## config.mk

```make
export PLATFORM = sky130hd
export DESIGN_NAME = sorted_set_insert_lookup
export DESIGN_NICKNAME = d
export VERILOG_FILES = /design/src/design/ssi_pkg.sv /design/src/design/ssi_ram.sv /design/src/design/sorted_set_insert_lookup.sv
export SDC_FILE = /design/constraint.sdc
export NUM_CORES = 1
export LEC_CHECK = 0
export ABC_AREA = 0
export BUFFER_PORTS_ARGS = -buffer_cell sky130_fd_sc_hd__buf_2
export CAP_MARGIN = 20
export CORE_MARGIN = 2
export CORE_UTILIZATION = 56
export DETAILED_ROUTE_END_ITERATION = 8
export PLACE_DENSITY_LB_ADDON = 0.2
export SLEW_MARGIN = 20
export SYNTH_ARGS = -nofsm -noshare
export SYNTH_HDL_FRONTEND = slang
export SYNTH_SLANG_ARGS = --single-unit
```

## constraint.sdc

```tcl
create_clock -name clock -period 2.6 [get_ports clock]
set_clock_uncertainty 0.05 [all_clocks]
set_input_delay 0.52 -clock clock [delete_from_list [all_inputs] [get_ports clock]]
set_output_delay 0.52 -clock clock [all_outputs]
set_load 0.02 [all_outputs]
```

## src/design/ssi_pkg.sv

```systemverilog
// Package for the sorted key set: request and response field layout,
// operation and status codes, and the controller state type.
// No dependencies.
package ssi_pkg;

   localparam int MODE_W      = 2;
   localparam int KEY_FIELD_W = 16;
   localparam int POS_W       = 4;
   localparam int STATUS_W    = 2;
   localparam int VALUE_W     = 16;
   localparam int COUNT_W     = 5;
   localparam int REQ_DATA_W  = 24;
   localparam int REQ_USER_W  = MODE_W;
   localparam int RSP_DATA_W  = 24;

   localparam logic [MODE_W-1:0] MODE_INSERT = 2'd0;
   localparam logic [MODE_W-1:0] MODE_MEMBER = 2'd1;
   localparam logic [MODE_W-1:0] MODE_READ   = 2'd2;

   localparam logic [STATUS_W-1:0] STATUS_OK    = 2'd0;
   localparam logic [STATUS_W-1:0] STATUS_RANGE = 2'd1;
   localparam logic [STATUS_W-1:0] STATUS_FULL  = 2'd2;

   typedef enum logic [6:0] {
      S_IDLE  = 7'b0000001,
      S_SCAN  = 7'b0000010,
      S_SHIFT = 7'b0000100,
      S_PUT   = 7'b0001000,
      S_READ  = 7'b0010000,
      S_FETCH = 7'b0100000,
      S_RESP  = 7'b1000000
   } state_type;

   typedef struct packed {
      logic [COUNT_W-1:0]  count;
      logic [VALUE_W-1:0]  read_value;
      logic [STATUS_W-1:0] status;
      logic                hit;
   } rsp_type;

endpackage

```

## src/design/ssi_ram.sv

```systemverilog
// Generic single-clock RAM: one write port, one read port, registered read.
// No dependencies.
module ssi_ram #(
   parameter int WIDTH = 16,
   parameter int DEPTH = 16
) (
   input  logic                     clock,
   input  logic                     wr_en,
   input  logic [$clog2(DEPTH)-1:0] wr_addr,
   input  logic [WIDTH-1:0]         wr_data,
   input  logic                     rd_en,
   input  logic [$clog2(DEPTH)-1:0] rd_addr,
   output logic [WIDTH-1:0]         rd_data
);

   logic [WIDTH-1:0] mem [DEPTH];

   always_ff @(posedge clock) begin
      if (wr_en) begin
         mem[wr_addr] <= wr_data;
      end
   end

   always_ff @(posedge clock) begin
      if (rd_en) begin
         rd_data <= mem[rd_addr];
      end
   end

endmodule

```

## src/design/sorted_set_insert_lookup.sv

```systemverilog
// Sorted key set controller; keys live in one ssi_ram instance.
// Depends on ssi_pkg and ssi_ram.
//
// Holds up to CAPACITY distinct keys in ascending order in a single-port-pair
// RAM and serves one request at a time. A request takes the store's read port
// through the keys in order. An insert walks up to the insertion point and then
// moves every larger key up by one. Keys only move while the set has room. The
// next request is taken as soon as the previous response sits in the output
// register, even while that response waits for rsp_tready. Reset empties the
// set at once; no clearing pass runs.
module sorted_set_insert_lookup
   import ssi_pkg::*;
#(
   parameter int CAPACITY  = 16,
   parameter int KEY_WIDTH = 16
) (
   input  logic                  clock,
   input  logic                  reset,
   input  logic                  req_tvalid,
   output logic                  req_tready,
   input  logic [REQ_DATA_W-1:0] req_tdata,  // key [15:0], position [19:16], zero [23:20]
   input  logic [REQ_USER_W-1:0] req_tuser,  // mode [1:0]
   output logic                  rsp_tvalid,
   input  logic                  rsp_tready,
   output logic [RSP_DATA_W-1:0] rsp_tdata   // hit [0], status [2:1], read_value [18:3],
                                             // count [23:19]
);

   localparam int AW   = $clog2(CAPACITY);
   localparam int CW   = $clog2(CAPACITY + 1);
   localparam int CMPW = (CW > POS_W) ? CW : POS_W;
   localparam int KXW  = (KEY_WIDTH > KEY_FIELD_W) ? KEY_WIDTH : KEY_FIELD_W;
   localparam int VXW  = (KEY_WIDTH > VALUE_W) ? KEY_WIDTH : VALUE_W;
   localparam int CXW  = (CW > COUNT_W) ? CW : COUNT_W;

   state_type state_ff, state_in;

   logic [CW-1:0]        count_ff, count_in;
   logic [CW-1:0]        idx_ff, idx_in;
   logic [CW-1:0]        slot_ff, slot_in;
   logic [AW-1:0]        wa_ff, wa_in;
   logic                 pend_ff, pend_in;
   logic                 done_ff, done_in;
   logic                 rsp_valid_ff, rsp_valid_in;
   rsp_type              rsp_ff, rsp_in;

   logic [MODE_W-1:0]    mode_ff, mode_in;
   logic [KEY_WIDTH-1:0] key_ff, key_in;
   logic [AW-1:0]        pos_ff, pos_in;
   logic                 hit_ff, hit_in;
   logic [STATUS_W-1:0]  status_ff, status_in;
   logic [VALUE_W-1:0]   value_ff, value_in;

   logic                 ram_wr_en;
   logic [AW-1:0]        ram_wr_addr;
   logic [KEY_WIDTH-1:0] ram_wr_data;
   logic                 ram_rd_en;
   logic [AW-1:0]        ram_rd_addr;
   logic [KEY_WIDTH-1:0] ram_rd_data;

   logic [KXW-1:0]       key_ext;
   logic [VXW-1:0]       rd_ext;
   logic [CXW-1:0]       cnt_ext;
   logic [CMPW-1:0]      pos_cmp, cnt_cmp;
   logic [CW-1:0]        idx_inc, idx_dec;
   logic                 req_fire;
   logic                 found, equal;

   ssi_ram #(
      .WIDTH (KEY_WIDTH),
      .DEPTH (CAPACITY)
   ) u_entries (
      .clock   (clock),
      .wr_en   (ram_wr_en),
      .wr_addr (ram_wr_addr),
      .wr_data (ram_wr_data),
      .rd_en   (ram_rd_en),
      .rd_addr (ram_rd_addr),
      .rd_data (ram_rd_data)
   );

   assign req_tready = (state_ff == S_IDLE);
   assign req_fire   = req_tvalid && req_tready;
   assign rsp_tvalid = rsp_valid_ff;
   assign rsp_tdata  = rsp_ff;

   assign key_ext = KXW'(req_tdata[KEY_FIELD_W-1:0]);
   assign rd_ext  = VXW'(ram_rd_data);
   assign cnt_ext = CXW'(count_ff);
   assign pos_cmp = CMPW'(req_tdata[KEY_FIELD_W +: POS_W]);
   assign cnt_cmp = CMPW'(count_ff);
   assign idx_inc = idx_ff + CW'(1);
   assign idx_dec = idx_ff - CW'(1);

   // Result of the previous cycle's read during the scan
   assign found = pend_ff && (ram_rd_data >= key_ff);
   assign equal = pend_ff && (ram_rd_data == key_ff);

   always_comb begin
      state_in     = state_ff;
      count_in     = count_ff;
      idx_in       = idx_ff;
      slot_in      = slot_ff;
      wa_in        = wa_ff;
      pend_in      = pend_ff;
      done_in      = done_ff;
      rsp_valid_in = rsp_valid_ff && !rsp_tready;
      rsp_in       = rsp_ff;
      mode_in      = mode_ff;
      key_in       = key_ff;
      pos_in       = pos_ff;
      hit_in       = hit_ff;
      status_in    = status_ff;
      value_in     = value_ff;
      ram_wr_en    = 1'b0;
      ram_wr_addr  = wa_ff;
      ram_wr_data  = ram_rd_data;
      ram_rd_en    = 1'b0;
      ram_rd_addr  = idx_ff[AW-1:0];

      case (state_ff)
         S_IDLE: begin
            if (req_fire) begin
               mode_in   = req_tuser;
               key_in    = key_ext[KEY_WIDTH-1:0];
               pos_in    = AW'(req_tdata[KEY_FIELD_W +: POS_W]);
               hit_in    = 1'b0;
               status_in = STATUS_OK;
               value_in  = '0;
               idx_in    = '0;
               pend_in   = 1'b0;
               done_in   = 1'b0;
               case (req_tuser)
                  MODE_INSERT, MODE_MEMBER: state_in = S_SCAN;
                  MODE_READ: begin
                     if (pos_cmp < cnt_cmp) begin
                        state_in = S_READ;
                     end else begin
                        status_in = STATUS_RANGE;
                        state_in  = S_RESP;
                     end
                  end
                  default: state_in = S_RESP;
               endcase
            end
         end

         S_SCAN: begin
            if (found || idx_ff == count_ff) begin
               // stop at the first key not below the request, or past the end
               pend_in = 1'b0;
               slot_in = found ? idx_dec : count_ff;
               hit_in  = equal;
               if (mode_ff != MODE_INSERT || equal) begin
                  state_in = S_RESP;
               end else if (count_ff == CW'(CAPACITY)) begin
                  status_in = STATUS_FULL;
                  state_in  = S_RESP;
               end else if (!found) begin
                  state_in = S_PUT;
               end else begin
                  idx_in   = count_ff - CW'(1);
                  done_in  = 1'b0;
                  state_in = S_SHIFT;
               end
            end else begin
               ram_rd_en = 1'b1;
               idx_in    = idx_inc;
               pend_in   = 1'b1;
            end
         end

         S_SHIFT: begin
            // read entry i while writing the previous read into its slot above
            ram_wr_en = pend_ff;
            if (!done_ff) begin
               ram_rd_en = 1'b1;
               wa_in     = idx_inc[AW-1:0];
               pend_in   = 1'b1;
               if (idx_ff == slot_ff) begin
                  done_in = 1'b1;
               end else begin
                  idx_in = idx_dec;
               end
            end else begin
               pend_in  = 1'b0;
               state_in = S_PUT;
            end
         end

         S_PUT: begin
            ram_wr_en   = 1'b1;
            ram_wr_addr = slot_ff[AW-1:0];
            ram_wr_data = key_ff;
            count_in    = count_ff + CW'(1);
            state_in    = S_RESP;
         end

         S_READ: begin
            ram_rd_en   = 1'b1;
            ram_rd_addr = pos_ff;
            state_in    = S_FETCH;
         end

         S_FETCH: begin
            value_in = rd_ext[VALUE_W-1:0];
            state_in = S_RESP;
         end

         S_RESP: begin
            if (!rsp_valid_ff || rsp_tready) begin
               rsp_valid_in      = 1'b1;
               rsp_in.hit        = hit_ff;
               rsp_in.status     = status_ff;
               rsp_in.read_value = value_ff;
               rsp_in.count      = cnt_ext[COUNT_W-1:0];
               state_in          = S_IDLE;
            end
         end

         default: state_in = S_IDLE;
      endcase
   end

   always_ff @(posedge clock) begin
      if (reset) begin
         state_ff     <= S_IDLE;
         count_ff     <= '0;
         idx_ff       <= '0;
         slot_ff      <= '0;
         wa_ff        <= '0;
         pend_ff      <= 1'b0;
         done_ff      <= 1'b0;
         rsp_valid_ff <= 1'b0;
      end else begin
         state_ff     <= state_in;
         count_ff     <= count_in;
         idx_ff       <= idx_in;
         slot_ff      <= slot_in;
         wa_ff        <= wa_in;
         pend_ff      <= pend_in;
         done_ff      <= done_in;
         rsp_valid_ff <= rsp_valid_in;
      end
   end

   always_ff @(posedge clock) begin
      rsp_ff    <= rsp_in;
      mode_ff   <= mode_in;
      key_ff    <= key_in;
      pos_ff    <= pos_in;
      hit_ff    <= hit_in;
      status_ff <= status_in;
      value_ff  <= value_in;
   end

`ifndef SYNTHESIS
   a_count_bound: assert property (@(posedge clock) disable iff (reset)
      count_ff <= CW'(CAPACITY))
      else $error("key count above capacity");

   a_count_step: assert property (@(posedge clock) disable iff (reset)
      !reset |=> (count_ff == $past(count_ff) || count_ff == $past(count_ff) + CW'(1)))
      else $error("key count moved by more than one");

   a_full_drop: assert property (@(posedge clock) disable iff (reset)
      (rsp_valid_ff && rsp_ff.status == STATUS_FULL) |-> count_ff == CW'(CAPACITY))
      else $error("full status while the set has room");

   a_shift_apart: assert property (@(posedge clock) disable iff (reset)
      (state_ff == S_SHIFT && pend_ff && !done_ff) |-> wa_ff != idx_ff[AW-1:0])
      else $error("shift reads and writes the same entry");
`endif

endmodule

```

# Yosys cells after proc, flatten, opt, wreduce, memory -nomap -nowiden
# Memories as Yosys holds them, arrays and structs flattened. A register that Yosys moved wholly into a read port is not among the register bits.
# Cells that the tools add are included.
[totals]
register_bits = 94
wordCells = 129
ramBits = 256
mem_count = 1
inputBits = 30
[classes]
eq_ne = 26
reduce_logical = 27
n_mux = 50
addsub = 4
n_bitwise = 1
n_lt_le_gt_ge = 2
[mem_list]
columns = ["memory", "depth", "word_bits", "rd", "rd_clocked_by_memory_dff", "write_ports", "line_no", "source"]
rows = [
  ["u_entries.mem", 16, 16, 1, 1, 1, "ssi_ram.sv:16", "logic [WIDTH-1:0] mem [DEPTH];"],
]
[ops]
columns = ["op", "count"]
rows = [
  ["$mux W7", 7],
  ["$pmux W7 S6", 1],
  ["$mux W5", 8],
  ["$mux W16", 2],
  ["$pmux W16 S2", 1],
  ["$ne A2 B2 Y1 const B", 9],
  ["$eq A16 B16 Y1", 1],
  ["$ge A16 B16 Y1", 1],
  ["$mux W1", 16],
  ["$pmux W5 S3", 1],
  ["$pmux W7 S2", 1],
  ["$mux W4", 3],
  ["$reduce_and A2 Y1", 6],
  ["$add A5 B1 Y5 const B", 2],
  ["$eq A5 B5 Y1", 2],
  ["$sub A5 B1 Y5 const B", 2],
  ["$ne A3 B3 Y1 const B", 3],
  ["$pmux W1 S3", 3],
  ["$mux W2", 4],
  ["$eq A7 B1 Y1 const B", 1],
  ["$eq A7 B2 Y1 const B", 1],
  ["$eq A7 B3 Y1 const B", 1],
  ["$eq A7 B4 Y1 const B", 1],
  ["$eq A7 B5 Y1 const B", 1],
  ["22 further kinds", 32],
]

# Depth between registers and ports, before layout
[logic_depth]
word_depth = 7
mapped_depth = 11

# Cells and area by module
# A second synthesis with hierarchy kept.
[unflattened]
hier_cells = 872
area_unflattened_um2 = 14870.5
[by_module_without_submodules]
columns = ["mod", "instances", "area_each_um2", "seq_area_each_um2", "cells_each"]
rows = [
  ["ssi_ram", 1, 10203.5, 8167.8, 432],
  ["sorted_set_insert_lookup", 1, 4667.0, 2532.4, 440],
]

# Worst setup path after synthesis
# Ideal clock, no wire load.
[synth_path]
path_type = "register -> register"
from = "register state_ff[0]"
to = "memory u_entries.mem[4][0], enable pin"
path_slack_ns = -0.160
stages_incl_launch_ff = 7
t_arrival_ns = 2.322
cell_sequence = "dfxtp_1 nor4_2 and3_1 clkbuf_1 mux2i_1 nand2_1 nor2_1"
[synth_between]
elab_chain_cells = 4
[synth_lines]
columns = ["item", "line_no", "source"]
rows = [
  ["from (decl)", "sorted_set_insert_lookup.sv:36", "state_type state_ff, state_in;"],
  ["from (signal assigned)", "sorted_set_insert_lookup.sv:236", "state_ff <= state_in;"],
  ["$eq A7 B4 Y1 / $eq A7 B3 Y1 (equally long branches)", "sorted_set_insert_lookup.sv:121", "case (state_ff)"],
  ["$pmux W1 S2", "sorted_set_insert_lookup.sv:121", ""],
  ["$mux W1", "ssi_ram.sv:19", "if (wr_en) begin"],
  ["$mux W1 (implied by the code)", "ssi_ram.sv:20", "mem[wr_addr] <= wr_data;"],
  ["to (decl)", "ssi_ram.sv:16", ""],
]
# Several ways; a longest one is shown, not always the timed one.

# Final worst setup path
[layout_path]
from = "register state_ff[1]"
to = "register u_entries.rd_data[6], read port of u_entries.mem (data pin)"
[layout_between]
elab_chain_cells = 2
[layout_lines]
columns = ["item", "line_no", "source"]
rows = [
  ["$eq A7 B5 Y1 (tied with other cells)", "sorted_set_insert_lookup.sv:121", ""],
  ["$pmux W1 S3 / $mux W4 (equally long branches)", "sorted_set_insert_lookup.sv:121", ""],
  ["to (decl)", "ssi_ram.sv:13", "output logic [WIDTH-1:0] rd_data"],
]
# Several ways; a longest one is shown, not always the timed one.
# A chain may end at the register's enable or synchronous reset.

==> metrics.csv <==
metric,value,unit
syn_avg_cell_area,13.1,µm²
routabilityCongestion,0.866,
path_type_of_the_worst_min_delay_path,in2reg,
synthDominantCellAreaShare,66.2,%
cts_buffer_depth,3,
postSynthCellCount,1166,
fp.dieH,169,µm
fp.dieArea,28600,µm²
grt_pass1_wl,54800,µm
antenna_found_initial,0,
crit_path_max_delay_cell_type,sky130_fd_sc_hd__or4_4,
nFillCells,1763,
worst-r2r-setup-slack,-290,ps
worst_r2r_src,state_ff[1]$_SDFFE_PP0P_,
clk_latency,530,ps
report.final.hold_viol_count,0,
critical_path.cell_chain,or4_4 > o31ai_4 > and2_4 > buf_12 > mux2i_1 > a32o_2 > nor4_1 > buf_4 > a221o_1,
flow.area_growth_from_synthesis,23.9,%
slew_headroom,59.3,%
min_period_over_period,111,%
setup.worst_path.end_class,register,
number_of_cells_on_the_worst_reg_to_reg_path,9,
grt_setup_unrepaired,true,
synth_fp_nets,1219,
synth_area_leaders,"sky130_fd_sc_hd__edfxtp_1 (66%), sky130_fd_sc_hd__nand2_1 (6.0%), sky130_fd_sc_hd__dfxtp_1 (3.8%)",
placementRows,60,
final_util,70.5,%
floorplan.core_area,26900,µm²
timing.final.ws_setup,-291,ps
grt_max_degree,64,
synth_area,15300,µm²
cap_viol_max_count,0,
critical_path.startpoint,state_ff[1]$_SDFFE_PP0P_,
crit_path_start_kind,register,
leakagePower,0.00709,µW
first_global_vias,9864,
routed_wirelength,36500,µm
worst_setup_hold_path_clk_slew,60,ps
final-max-slew-violation-count,0,
final-instance-count-excl-fill,1722,
synthDominantAreaCellType,sky130_fd_sc_hd__edfxtp_1,
placed_cells,1619,
run_status,"complete, but fails checks",
route.vias.total,10300,
die_w,169,µm
async_flop_share,0,%
globalRouteOverflowTotal,0,
setup.worst_path.class,reg2reg,
initial_cell_density_of_the_core,56.9,%
netlist-cell-type-count,60,
grt_use_met2,40.2,%
groute.usage.overall,25.0,%
violations,setup timing,
number_of_synthesized_flops_with_an_enable_pin,337,
cts_buf_count,40,
detail_route.first_pass.iterations,5,
crit_path_max_fanout,12,
synth_top_flop_cell,sky130_fd_sc_hd__edfxtp_1,
period_minus_slack,2890,ps
transition_time_of_the_tightest_slew_check_pin,610,ps
hpwl,22300,µm
final_layout_size_suffix_gt1_share,25.4,%
maxClockFrequency,346,MHz
cts.sinks,366,
synth.yosys.warnings,0,
worstPathRequired,2820,ps
synth-seq-area-share,70.0,%
grt-busiest-layer,met2,
grt.met1_usage,35.8,%
power_per_cell_area,822,nW/µm²
cp-endpoint,u_entries.rd_data[6]$_DFFE_PP_,
wire_per_inst,21.2,µm
port_buffers,51,
gr-usage-met3,3.99,%
flops_latches_synth,366,
vias_per_cell,5.99,
data_arrival_critical_path,3110,ps
vdd_drop_max,598,µV
net_count_final,1406,
cts-root-buf,sky130_fd_sc_hd__clkbuf_16,
finalSetupViolCount,29,
drt_drc_violations_left,0,
ioPinCount,56,
clock_tree_from_tritoncts,yes,
r2r-end,u_entries.rd_data[6]$_DFFE_PP_,
critical_path.max_stage_delay,530,ps
htree_num_levels,2,
ant_nets,0,
antennaDiodeCount,0,
detail_route.iter0.violations,1168,
fin_setup_tns,-4130,ps
Yosys cell counts, types with 7 or more instances:
library cell / number
sky130_fd_sc_hd__dfxtp_1: 29
sky130_fd_sc_hd__a211oi_1: 21
sky130_fd_sc_hd__nand2_1: 244
sky130_fd_sc_hd__a21oi_1: 27
sky130_fd_sc_hd__ha_1: 23
sky130_fd_sc_hd__nand3_1: 18
sky130_fd_sc_hd__o21ai_0: 25
sky130_fd_sc_hd__buf_4: 7
sky130_fd_sc_hd__nor2_1: 45
sky130_fd_sc_hd__a31oi_1: 38
sky130_fd_sc_hd__nor4_1: 20
sky130_fd_sc_hd__and3_1: 66
sky130_fd_sc_hd__xor2_1: 8
sky130_fd_sc_hd__inv_1: 33
sky130_fd_sc_hd__and2_1: 19
sky130_fd_sc_hd__clkbuf_1: 44
sky130_fd_sc_hd__buf_2: 8
sky130_fd_sc_hd__a221o_1: 15
sky130_fd_sc_hd__mux2i_1: 20
sky130_fd_sc_hd__a32o_1: 16
sky130_fd_sc_hd__nand2b_1: 7
sky130_fd_sc_hd__edfxtp_1: 337
sky130_fd_sc_hd__xnor2_1: 15
stage by stage:
stage | setup WS [ps] | power [µW] | cell area, µm² | hold slack, ps
3_3_place_gp | -255 | 9830 | 17000 | 351
4_1_cts | -210 | 15400 | 18700 | 106
6_report | -291 | 15600 | 18900 | 118
2_1_floorplan | -125 | 8690 | 15300 | 350
3_5_place_dp | -300 | 9890 | 17000 | 355
5_1_grt | -282 | 16100 | 18900 | 110
registers in the layout, summed over array words and instances, names as in the netlist, 7 cells and up:
signal / count
u_entries.mem: 256
rsp_tdata: 24
key_ff: 16
u_entries.rd_data: 16
value_ff: 16
state_ff: 7
worst min-delay path by stage:
stage                         startpoint  slack (ps)                endpoint  cells after the start
6_report                    req_tdata[2]         120     key_ff[2]$_DFFE_PP_                      1
5_1_grt                    req_tdata[12]         110    key_ff[12]$_DFFE_PP_                      1
4_1_cts                     req_tdata[2]         110     key_ff[2]$_DFFE_PP_                      1
3_5_place_dp   value_ff[0]$_SDFFCE_PN0P_         350  rsp_tdata[3]$_DFFE_PP_                      0
3_3_place_gp   value_ff[3]$_SDFFCE_PN0P_         350  rsp_tdata[6]$_DFFE_PP_                      0
2_1_floorplan       hit_ff$_SDFFCE_PN0P_         350  rsp_tdata[0]$_DFFE_PP_                      0
layout by cell type, fill, tap and decap left out, types with 19 or more instances in the layout:
master / n
sky130_fd_sc_hd__inv_1: 30
sky130_fd_sc_hd__ha_1: 19
sky130_fd_sc_hd__nand2_1: 240
sky130_fd_sc_hd__mux2i_1: 19
sky130_fd_sc_hd__clkbuf_16: 41
sky130_fd_sc_hd__o21ai_0: 23
sky130_fd_sc_hd__buf_12: 29
sky130_fd_sc_hd__nor2_1: 36
sky130_fd_sc_hd__buf_4: 115
sky130_fd_sc_hd__and3_1: 64
sky130_fd_sc_hd__dfxtp_1: 27
sky130_fd_sc_hd__a31oi_1: 37
sky130_fd_sc_hd__edfxtp_1: 337
sky130_fd_sc_hd__buf_2: 50
critical path: cells and delay by family, from the launching register on:
kind	cells	cell delay [ps]
compound gates	3	800
flops	1	360
mux	1	210
simple gates	3	870
buf+inv	2	320
power by group:
part           switching (µW)  internal [µW]
sequential                108           6640
combinational            1980           1540
clock                    2190           3120
total                    4280          11300
cells by family after synthesis:
kind of cell,count (synthesis),synth area share (%)
flip-flops,366,70.0
buffers and inverters,98,2.89
AND/OR/NAND/NOR,459,14.2
adder cells (fa/ha/maj),23,1.88
AO/OA/AOI/OAI,174,8.11
XOR/XNOR,23,1.32
multiplexers,23,1.57
metal layers:
metal	routed length, µm	vias up
met5	0	-
met4	851	0
met3	3030	79
met2	17300	486
met1	15300	5021
li1	-	4735
area by class of cell:
cell class              instances  area (µm²)  share of cell area (%)
well taps                     341         427                    2.25
inverters                      33         124                   0.654
clock inverters                17         139                   0.733
repair buffers                209        1900                    10.0
multi-input cells             703        4570                    24.1
clock buffers                  53        1080                    5.70
flip-flops and latches        366       10700                    56.5
what timing repair did:
action,4_1_cts,5_1_grt
pin swaps,13,25
endpoints found under the setup margin,48,192
setup buffers,21,12
gates resized for setup,56,47
hold buffers,0,0
cloned,2,0
Note: power is estimated with default switching activity, not from simulation.
